<file path="config.mk">
export PLATFORM = sky130hd
export DESIGN_NAME = reconnect_backoff_classifier
export DESIGN_NICKNAME = d
export VERILOG_FILES = /design/src/rtl/rbc_pkg.sv /design/src/rtl/reconnect_backoff_classifier.sv
export SDC_FILE = /design/constraint.sdc
export NUM_CORES = 2
export LEC_CHECK = 0
export ABC_AREA = 1
export ABC_CLOCK_PERIOD_IN_PS = 13100
export BUFFER_PORTS_ARGS = -buffer_cell sky130_fd_sc_hd__buf_2
export CORE_MARGIN = 10
export CORE_UTILIZATION = 30
export DETAILED_ROUTE_END_ITERATION = 8
export PLACE_DENSITY_LB_ADDON = 0.05
export SLEW_MARGIN = 10
export SYNTH_ARGS = -nofsm -noshare
export SYNTH_HDL_FRONTEND = slang
export SYNTH_SLANG_ARGS = --single-unit
</file>
<file path="constraint.sdc">
create_clock -name clock -period 13.1 [get_ports clock]
set_input_delay 0 -clock clock [delete_from_list [all_inputs] [get_ports clock]]
set_output_delay 0 -clock clock [all_outputs]
set_load 0.005 [all_outputs]
</file>
<file path="src/rtl/rbc_pkg.sv">
package rbc_pkg;

   // Input item field widths
   localparam int FUNC_W   = 2;
   localparam int CODE_W   = 16;
   localparam int STATUS_W = 10;
   localparam int HELD_W   = 32;
   localparam int DRAW_W   = 9;

   // Result item field widths
   localparam int OUTCOME_W = 2;
   localparam int CLASS_W   = 3;
   localparam int DELAY_W   = 17;
   localparam int DETAIL_W  = 16;
   localparam int STAGE_W   = 3;

   // Configuration port
   localparam int CSR_INDEX_W = 3;
   localparam int CSR_DATA_W  = 32;
   localparam int BASE_W      = 16;
   localparam int STAGE_REGS  = 6;

   localparam logic [CSR_INDEX_W-1:0] CSR_STAGE0      = 3'd0;
   localparam logic [CSR_INDEX_W-1:0] CSR_STAGE5      = 3'd5;
   localparam logic [CSR_INDEX_W-1:0] CSR_STABLE_HOLD = 3'd6;

   localparam logic [BASE_W-1:0] STAGE_DELAY_RESET [STAGE_REGS] =
      '{16'd1000, 16'd2000, 16'd4000, 16'd8000, 16'd16000, 16'd30000};
   localparam logic [HELD_W-1:0] STABLE_HOLD_RESET = 32'd60000;

   // Item kinds
   localparam logic [FUNC_W-1:0] FUNC_CLOSED  = 2'd0;
   localparam logic [FUNC_W-1:0] FUNC_ERROR   = 2'd1;
   localparam logic [FUNC_W-1:0] FUNC_TIMEOUT = 2'd2;
   localparam logic [FUNC_W-1:0] FUNC_CLEAR   = 2'd3;

   // Outcomes
   localparam logic [OUTCOME_W-1:0] OUTCOME_BACKOFF   = 2'd0;
   localparam logic [OUTCOME_W-1:0] OUTCOME_CFG_ERROR = 2'd1;
   localparam logic [OUTCOME_W-1:0] OUTCOME_IGNORED   = 2'd2;
   localparam logic [OUTCOME_W-1:0] OUTCOME_CLEARED   = 2'd3;

   // Failure classes
   localparam logic [CLASS_W-1:0] CLASS_NONE      = 3'd0;
   localparam logic [CLASS_W-1:0] CLASS_RETRY     = 3'd1;
   localparam logic [CLASS_W-1:0] CLASS_AUTH      = 3'd2;
   localparam logic [CLASS_W-1:0] CLASS_POLICY    = 3'd3;
   localparam logic [CLASS_W-1:0] CLASS_CERT      = 3'd4;
   localparam logic [CLASS_W-1:0] CLASS_AUTH_LOST = 3'd5;

   // Codes that end retrying
   localparam logic [STATUS_W-1:0] STATUS_UNAUTHORISED = 10'd401;
   localparam logic [STATUS_W-1:0] STATUS_FORBIDDEN    = 10'd403;
   localparam logic [CODE_W-1:0]   CLOSE_POLICY        = 16'd1008;

   // Jitter scaling: product of base and permille factor, then divide by 1000.
   // The quotient is exact for every product below 2**PRODUCT_W.
   localparam int FACTOR_W  = 11;
   localparam int PRODUCT_W = 27;
   localparam int RECIP_W   = 28;
   localparam int DIV_SHIFT = 37;
   localparam logic [RECIP_W-1:0] DIV_RECIP = 28'd137438954;

   typedef struct packed {
      logic [FUNC_W-1:0]   func;
      logic [CODE_W-1:0]   close_code;
      logic [STATUS_W-1:0] upgrade_status;
      logic                cert_error;
      logic                link_up;
      logic [HELD_W-1:0]   held_ms;
      logic [DRAW_W-1:0]   jitter_draw;
   } req_type;

   typedef struct packed {
      logic [OUTCOME_W-1:0] outcome;
      logic [CLASS_W-1:0]   failure_class;
      logic [DELAY_W-1:0]   retry_delay;
      logic [DETAIL_W-1:0]  detail;
      logic [STAGE_W-1:0]   stage_used;
   } rsp_type;

   // Classified item waiting for the divide
   typedef struct packed {
      logic [OUTCOME_W-1:0] outcome;
      logic [CLASS_W-1:0]   failure_class;
      logic [PRODUCT_W-1:0] product;
      logic [DETAIL_W-1:0]  detail;
      logic [STAGE_W-1:0]   stage_used;
   } mid_type;

endpackage

</file>
<file path="src/rtl/reconnect_backoff_classifier.sv">
// Channel   Direction  Handshake          Payload
// req_      in         req_valid/stall    rbc_pkg::req_type
// rsp_      out        rsp_valid/stall    rbc_pkg::rsp_type
// csr_      in         csr_wr_en          csr_index, csr_wdata (no read-back)
//
// An item's result is registered in in_ff, mid_ff then rsp_ff; one item may be
// accepted every cycle while req_stall is low. The stages are an input register,
// the classify and jitter multiply, and the divide by 1000 through a reciprocal multiply.
// Reset is synchronous and restores the default stage delays and hold time.
// Each stage moves on when the stage after it is empty or moving, so a stall
// on rsp_ reaches req_stall combinationally once every stage is full.
module reconnect_backoff_classifier #(
   parameter int STAGES     = 6,
   parameter int JITTER_PCT = 20
) (
   input  logic                                   clock,
   input  logic                                   reset,
   input  logic                                   req_valid,
   output logic                                   req_stall,
   input  rbc_pkg::req_type                       req_payload,
   output logic                                   rsp_valid,
   input  logic                                   rsp_stall,
   output rbc_pkg::rsp_type                       rsp_payload,
   input  logic                                   csr_wr_en,
   input  logic [rbc_pkg::CSR_INDEX_W-1:0]        csr_index,
   input  logic [rbc_pkg::CSR_DATA_W-1:0]         csr_wdata
);

   localparam logic [rbc_pkg::STAGE_W-1:0]  LAST_STAGE = rbc_pkg::STAGE_W'(STAGES - 1);
   localparam logic [rbc_pkg::FACTOR_W-1:0] SPAN       = rbc_pkg::FACTOR_W'(JITTER_PCT * 20);
   localparam logic [rbc_pkg::FACTOR_W-1:0] FACTOR_LOW =
      rbc_pkg::FACTOR_W'(1000 - JITTER_PCT * 10);
   localparam logic [rbc_pkg::STAGE_W-1:0]  TOP_REG    =
      rbc_pkg::STAGE_W'(rbc_pkg::STAGE_REGS - 1);

   // Configuration registers
   logic [rbc_pkg::BASE_W-1:0] stage_delay_ff [rbc_pkg::STAGE_REGS];
   logic [rbc_pkg::HELD_W-1:0] stable_hold_ff;

   // Backoff state
   logic [rbc_pkg::STAGE_W-1:0] attempt_stage_ff, attempt_stage_in;
   logic                        latch_ff, latch_in;

   // Pipeline registers
   logic             in_valid_ff, mid_valid_ff, rsp_valid_ff;
   rbc_pkg::req_type in_ff;
   rbc_pkg::mid_type mid_ff, mid_in;
   rbc_pkg::rsp_type rsp_ff, rsp_in;

   logic en_in, en_mid, en_out;

   // Working values of the classify stage
   logic [rbc_pkg::CLASS_W-1:0]  cls;
   logic [rbc_pkg::DETAIL_W-1:0] det;
   logic                         stable_reset;
   logic [rbc_pkg::STAGE_W-1:0]  idx;
   logic [rbc_pkg::STAGE_W-1:0]  reg_sel;
   logic [rbc_pkg::FACTOR_W-1:0] draw_sat;
   logic [rbc_pkg::FACTOR_W-1:0] factor;
   logic [rbc_pkg::PRODUCT_W-1:0] product;
   logic [rbc_pkg::PRODUCT_W+rbc_pkg::RECIP_W-1:0] recip_prod;

   // Stage enables: a stage moves when the next is empty or moving.
   assign en_out    = !rsp_valid_ff || !rsp_stall;
   assign en_mid    = !mid_valid_ff || en_out;
   assign en_in     = !in_valid_ff || en_mid;
   assign req_stall = !en_in;

   // Configuration writes; indexes beyond the list are ignored.
   always_ff @(posedge clock) begin
      if (reset) begin
         stage_delay_ff <= rbc_pkg::STAGE_DELAY_RESET;
         stable_hold_ff <= rbc_pkg::STABLE_HOLD_RESET;
      end else if (csr_wr_en) begin
         if (csr_index <= rbc_pkg::CSR_STAGE5) begin
            stage_delay_ff[csr_index] <= csr_wdata[rbc_pkg::BASE_W-1:0];
         end else if (csr_index == rbc_pkg::CSR_STABLE_HOLD) begin
            stable_hold_ff <= csr_wdata;
         end
      end
   end

   // Input register
   always_ff @(posedge clock) begin
      if (reset) begin
         in_valid_ff <= 1'b0;
      end else if (en_in) begin
         in_valid_ff <= req_valid;
      end
   end

   always_ff @(posedge clock) begin
      if (en_in && req_valid) begin
         in_ff <= req_payload;
      end
   end

   // Classify the ending and form the jittered product.
   always_comb begin
      cls = rbc_pkg::CLASS_RETRY;
      det = '0;
      unique case (in_ff.func)
         rbc_pkg::FUNC_CLOSED: begin
            det = in_ff.close_code;
            if (in_ff.close_code == rbc_pkg::CLOSE_POLICY) begin
               cls = rbc_pkg::CLASS_AUTH_LOST;
            end
         end
         rbc_pkg::FUNC_ERROR: begin
            det = rbc_pkg::DETAIL_W'(in_ff.upgrade_status);
            if (in_ff.upgrade_status == rbc_pkg::STATUS_UNAUTHORISED) begin
               cls = rbc_pkg::CLASS_AUTH;
            end else if (in_ff.upgrade_status == rbc_pkg::STATUS_FORBIDDEN) begin
               cls = rbc_pkg::CLASS_POLICY;
            end else if (in_ff.cert_error) begin
               cls = rbc_pkg::CLASS_CERT;
            end
         end
         rbc_pkg::FUNC_TIMEOUT, rbc_pkg::FUNC_CLEAR: begin
            cls = rbc_pkg::CLASS_RETRY;
         end
         default: begin
            cls = rbc_pkg::CLASS_RETRY;
         end
      endcase

      // A long enough hold sends the backoff back to the first stage.
      stable_reset = in_ff.link_up && (in_ff.held_ms >= stable_hold_ff);
      if (stable_reset) begin
         idx = '0;
      end else if (attempt_stage_ff > LAST_STAGE) begin
         idx = LAST_STAGE;
      end else begin
         idx = attempt_stage_ff;
      end
      reg_sel = (idx > TOP_REG) ? TOP_REG : idx;

      // Jitter factor in permille, draw saturated at the full span.
      draw_sat = rbc_pkg::FACTOR_W'(in_ff.jitter_draw);
      if (draw_sat > SPAN) begin
         draw_sat = SPAN;
      end
      factor  = FACTOR_LOW + draw_sat;
      product = rbc_pkg::PRODUCT_W'(stage_delay_ff[reg_sel]) *
                rbc_pkg::PRODUCT_W'(factor);

      mid_in           = '0;
      attempt_stage_in = attempt_stage_ff;
      latch_in         = latch_ff;
      priority if (in_ff.func == rbc_pkg::FUNC_CLEAR) begin
         mid_in.outcome = rbc_pkg::OUTCOME_CLEARED;
         if (latch_ff) begin
            latch_in         = 1'b0;
            attempt_stage_in = '0;
         end
      end else if (latch_ff) begin
         mid_in.outcome = rbc_pkg::OUTCOME_IGNORED;
      end else if (cls != rbc_pkg::CLASS_RETRY) begin
         mid_in.outcome       = rbc_pkg::OUTCOME_CFG_ERROR;
         mid_in.failure_class = cls;
         mid_in.detail        = det;
         latch_in             = 1'b1;
      end else begin
         mid_in.outcome       = rbc_pkg::OUTCOME_BACKOFF;
         mid_in.failure_class = rbc_pkg::CLASS_RETRY;
         mid_in.detail        = det;
         mid_in.stage_used    = idx;
         mid_in.product       = product;
         attempt_stage_in     = (idx < LAST_STAGE) ? idx + 1'b1 : LAST_STAGE;
      end
   end

   // State changes as the item leaves the classify stage.
   always_ff @(posedge clock) begin
      if (reset) begin
         attempt_stage_ff <= '0;
         latch_ff         <= 1'b0;
         mid_valid_ff     <= 1'b0;
      end else if (en_mid) begin
         mid_valid_ff <= in_valid_ff;
         if (in_valid_ff) begin
            attempt_stage_ff <= attempt_stage_in;
            latch_ff         <= latch_in;
         end
      end
   end

   always_ff @(posedge clock) begin
      if (en_mid && in_valid_ff) begin
         mid_ff <= mid_in;
      end
   end

   // Divide the product by 1000 with a reciprocal multiply.
   always_comb begin
      recip_prod = (rbc_pkg::PRODUCT_W + rbc_pkg::RECIP_W)'(mid_ff.product) *
                   (rbc_pkg::PRODUCT_W + rbc_pkg::RECIP_W)'(rbc_pkg::DIV_RECIP);
      rsp_in               = '0;
      rsp_in.outcome       = mid_ff.outcome;
      rsp_in.failure_class = mid_ff.failure_class;
      rsp_in.retry_delay   =
         recip_prod[rbc_pkg::DIV_SHIFT + rbc_pkg::DELAY_W - 1:rbc_pkg::DIV_SHIFT];
      rsp_in.detail        = mid_ff.detail;
      rsp_in.stage_used    = mid_ff.stage_used;
   end

   // Result register
   always_ff @(posedge clock) begin
      if (reset) begin
         rsp_valid_ff <= 1'b0;
      end else if (en_out) begin
         rsp_valid_ff <= mid_valid_ff;
      end
   end

   always_ff @(posedge clock) begin
      if (en_out && mid_valid_ff) begin
         rsp_ff <= rsp_in;
      end
   end

   assign rsp_valid   = rsp_valid_ff;
   assign rsp_payload = rsp_ff;

   // The stage index never passes the last stage.
   a_stage_range: assert property (@(posedge clock) disable iff (reset)
      attempt_stage_ff <= LAST_STAGE)
      else $error("backoff stage beyond the last stage");

   // A configuration error leaving the classify stage sets the latch.
   a_latch_set: assert property (@(posedge clock) disable iff (reset)
      (en_mid && in_valid_ff && mid_in.outcome == rbc_pkg::OUTCOME_CFG_ERROR)
      |=> latch_ff)
      else $error("configuration error did not set the latch");

   // Only a backoff wait carries a delay or a stage.
   a_quiet_fields: assert property (@(posedge clock) disable iff (reset)
      (rsp_valid_ff && rsp_ff.outcome != rbc_pkg::OUTCOME_BACKOFF)
      |-> (rsp_ff.retry_delay == '0 && rsp_ff.stage_used == '0))
      else $error("delay or stage on a result that is not a backoff wait");

   // A full middle stage holds while the result is stalled.
   a_mid_hold: assert property (@(posedge clock) disable iff (reset)
      (mid_valid_ff && rsp_valid_ff && rsp_stall)
      |=> (mid_valid_ff && $stable(mid_ff)))
      else $error("middle stage changed under a stalled result");

endmodule

</file>
==> flow_results.org <==
** Global route
- Largest net degree at the start of global routing :: around 100
- Overall overflow remaining after global route :: 0
- The via count of the first global-routing pass was ~24000.
- First-pass GRT wire length :: ~140 mm
- The initial antenna violation count came to 0.
- For this run, the total global-route usage over all layers was measured as approximately 17%.

** Timing
- On the final layout, the worst clock skew is roughly 0.034 ns.
- Setup slack on the critical path of the routed design comes to 5.29 ns.
- Headroom to the max-slew limit came out at just under 30%.
- Final period util :: ~60%
- Achievable Freq :: ~0.13 GHz
- Setup violations remaining at the end of the flow were counted as 0.
- Setup repair after global routing left no endpoint under its margin.
- Sum of negative setup slack :: 0 ns
- Hold Worst Slack :: between 0.05 and 0.06 ns
- Min Clock Period, post-route :: between 7 and 8 ns
- The count of final max-slew check failures came to 0.
- The number of endpoints with negative hold slack in the final report was 0.
- Transition time at the pin with the least slew margin :: between 1 and 1.5 ns

** Floorplan
- The initialized floorplan defines about 110 standard-cell rows.
- Die Y-Extent :: 332 um
- In this run the count of I/O pins placed on the die edge is between 150 and 200.
- Starting Density :: 30.2%
- The floorplan step defined a core boundary enclosing between 90000 and 100000 sq um.
- Die footprint :: approximately 110000 sq um
- Width of the chip :: approximately 330 um

** Clocking
- Post-cts repair resize count :: 0
- CTS tree :: done
- The clock tree synthesis step divided the H-tree into 2 levels.
- The clock passes through at most 3 buffers.
- After clock tree synthesis, the clock-pin slew on the worst setup and hold paths is roughly 0.060 ns.
- Clock latency at the later pin of the worst-skew pair :: between 0.6 and 0.7 ns
- Clk sinks :: around 300
- The cell sitting at the root of the clock tree is a sky130_fd_sc_hd__clkbuf_16.
- Clock tree synthesis inserted a total of 39 buffers.

** Placement
- HPWL reported at the end of detailed placement :: around 74 mm
- At the end of routability-driven placement, the weighted congestion stood at between 0.8 and 0.9.
- After detailed placement, the total cell area comes to 31500 sq um.
- Worst slack, placed :: between 5 and 6 ns
- During placement, the flow inserted port buffers numbering 153.

** Synth
- Post-Syn Area per Cell :: 9.18 sq um
- When the netlist entered floorplanning its net count stood at 4037.
- Count of different cell masters after synthesis :: 52
- The share of the Yosys chip area taken by registers is between 20% and 30%.
- Synthesis produced a netlist whose cell count is about 3200.
- The Yosys step of the flow raised 0 warnings.
- Number of synthesized register bits :: between 200 and 300
- Flip-flop cell with the highest count after synthesis :: sky130_fd_sc_hd__edfxtp_1
- The cell area that synthesis handed to floorplanning was 29300 sq um.
- Largest cells by area after synthesis :: sky130_fd_sc_hd__fa_1 (24%), sky130_fd_sc_hd__edfxtp_1 (17%), sky130_fd_sc_hd__ha_1 (16%), sky130_fd_sc_hd__inv_1 (9.3%), sky130_fd_sc_hd__dfxtp_1 (9.2%)
- Async set or reset register ratio after synthesis :: 0%
- The largest total area in the synthesized netlist belongs to sky130_fd_sc_hd__fa_1.
- Counting flops with a built-in enable in the synthesized netlist gives between 150 and 200.
- Synth top area share :: a little under a quarter

** Route
- Wire per inst :: a little under 20 um
- For this block, wires on met1 add up to ~41 mm.
- TritonRoute pass-1 iters :: 6
- DR iter-0 viols :: roughly 1100
- The detailed router used layers up to and including met4.
- Wire length on met2 :: approximately 46 mm
- DR vias :: 21946
- DRC :: 0
- Detail Route met3 WL :: approximately 2.3 mm
- Routed Antenna Nets :: 0
- The final layout contains routed wiring with a total length of approximately 92 mm.
- In the routed layout, each cell is associated on average with a via count of between 4 and 5.

** Critical path
- Buffers & Inverters on Critical Path :: 5
- Among cell families on the critical path, the largest total delay comes from adder cells.
- Slowest cell on the critical path :: sky130_fd_sc_hd__fa_1
- In this run the worst path has a maximum fanout of 35.
- Maximum cell stage delay along the critical path :: approximately 0.55 ns
- Critical path class :: reg2reg
- STA puts the critical path data arrival time at between 8 and 9 ns.
- Endpoint type of the worst setup path :: flop
- Kind of start point of the critical path :: flop
- Worst path required time :: between 10 and 15 ns

** Cells and area
- Compared with the post-synthesis result, the final layout area differs by 15.4%.
- The repair_antennas step left the layout with diodes totalling 0.
- The finished cells cover about 34000 sq um.
- Commonest non-fill, non-tap cell in the layout :: sky130_fd_sc_hd__inv_1
- Fraction of layout instances using a drive strength above 1 :: 8.81%
- Post-layout net count :: between 4000 and 5000
- Most frequent cells in the layout :: sky130_fd_sc_hd__inv_1 (721), sky130_fd_sc_hd__ha_1 (386), sky130_fd_sc_hd__fa_1 (350), sky130_fd_sc_hd__nand2_1 (342), sky130_fd_sc_hd__nor2_1 (231)
- Filler Cell Count :: around 10000

** Flow run
- Max cap viols :: 0

** Status
- Outcome :: completed

** Hold path
- The min-delay analysis places its worst path in the category in2reg.
cell type report:
type                    count  area, sq um  share of cell area [%]
clock buffers              49         1030                    3.06
clock inverters            18          169                   0.500
inverters                 730         2740                    8.12
multi-input cells        2097        18600                    55.2
flip-flops and latches    298         7600                    22.5
well taps                1276         1600                    4.73
repair buffers            280         2000                    5.93
stage by stage:
stage                     instances  util (%)
after floorplan                3190         -
after global placement         4568      32.5
after detailed placement       4568      32.5
after CTS                      4748      34.9
after global routing           4748      34.9
final                          4748      34.9
sequential cells by signal (all words and copies together) (netlist names):
register          cells
attempt_stage_ff      3
in_ff                71
in_valid_ff           1
stage_delay_ff       96
rsp_valid             1
stable_hold_ff       32
mid_valid_ff          1
mid_ff               51
rsp_payload          41
latch_ff              1
synth_stat cells (8+ instances only):
cell type / instances
sky130_fd_sc_hd__xor2_1: 17
sky130_fd_sc_hd__nand2_2: 17
sky130_fd_sc_hd__o21ai_1: 10
sky130_fd_sc_hd__o211ai_1: 29
sky130_fd_sc_hd__o21ai_0: 151
sky130_fd_sc_hd__nor2_2: 17
sky130_fd_sc_hd__nand4_1: 9
sky130_fd_sc_hd__a21o_1: 12
sky130_fd_sc_hd__ha_1: 386
sky130_fd_sc_hd__nor4_1: 9
sky130_fd_sc_hd__clkbuf_1: 48
sky130_fd_sc_hd__buf_6: 8
sky130_fd_sc_hd__nor2_1: 232
sky130_fd_sc_hd__edfxtp_1: 163
sky130_fd_sc_hd__nand2_1: 342
sky130_fd_sc_hd__nand3_2: 13
sky130_fd_sc_hd__a31oi_1: 14
sky130_fd_sc_hd__inv_1: 723
sky130_fd_sc_hd__fa_1: 350
sky130_fd_sc_hd__nand3_4: 15
sky130_fd_sc_hd__a21oi_1: 192
sky130_fd_sc_hd__dfxtp_1: 135
sky130_fd_sc_hd__nand3_1: 224
sky130_fd_sc_hd__nor3_1: 11
worst paths after layout:
path	start	end	slack (ns)	cells after the start
worst max-delay path	in_ff[14]$_DFFE_PP_	mid_ff[45]$_SDFFCE_PP0P_	5.29	33
worst min-delay path	csr_index[0]	stage_delay_ff[83]$_SDFFE_PP1P_	0.05	6
worst max register to register	in_ff[14]$_DFFE_PP_	mid_ff[45]$_SDFFCE_PP0P_	5.29	33
worst min register to register	mid_ff[12]$_SDFFCE_PP0P_	rsp_payload[12]$_DFFE_PP_	0.41	0
worst register-to-register path, delay by kind of cell (launching register included):
family / cells / cell delay (ns)
xor gates and xnor gates: 1 / 0.14
buffers and inverters: 5 / 0.59
DFF: 1 / 0.37
AOI/OAI and AO/OA: 3 / 0.66
adders and majority gates: 7 / 3.30
and+or+nand+nor: 17 / 2.51
cells by family after synthesis:
| logic type | share of synthesized area [%] |
|---|---|
| simple gates | 14.5 |
| buf+inv | 10.5 |
| fa+ha+maj | 40.4 |
| compound gates | 7.98 |
| flops | 25.9 |
| xor+xnor | 0.658 |
timing repair:
item	CTS	global route
hold buffers	113	0
setup buffers	0	0
hold endpoints to repair	206	0
metal layers:
metal,up-vias,global-route usage (%)
li1,10724,-
met5,-,0
met4,0,4.45
met2,353,29.8
met3,97,1.74
met1,10772,21.0
Power is left out: the tool's default activity adds up to more than one toggle a clock period on the data nets, which glitch-free logic cannot reach.
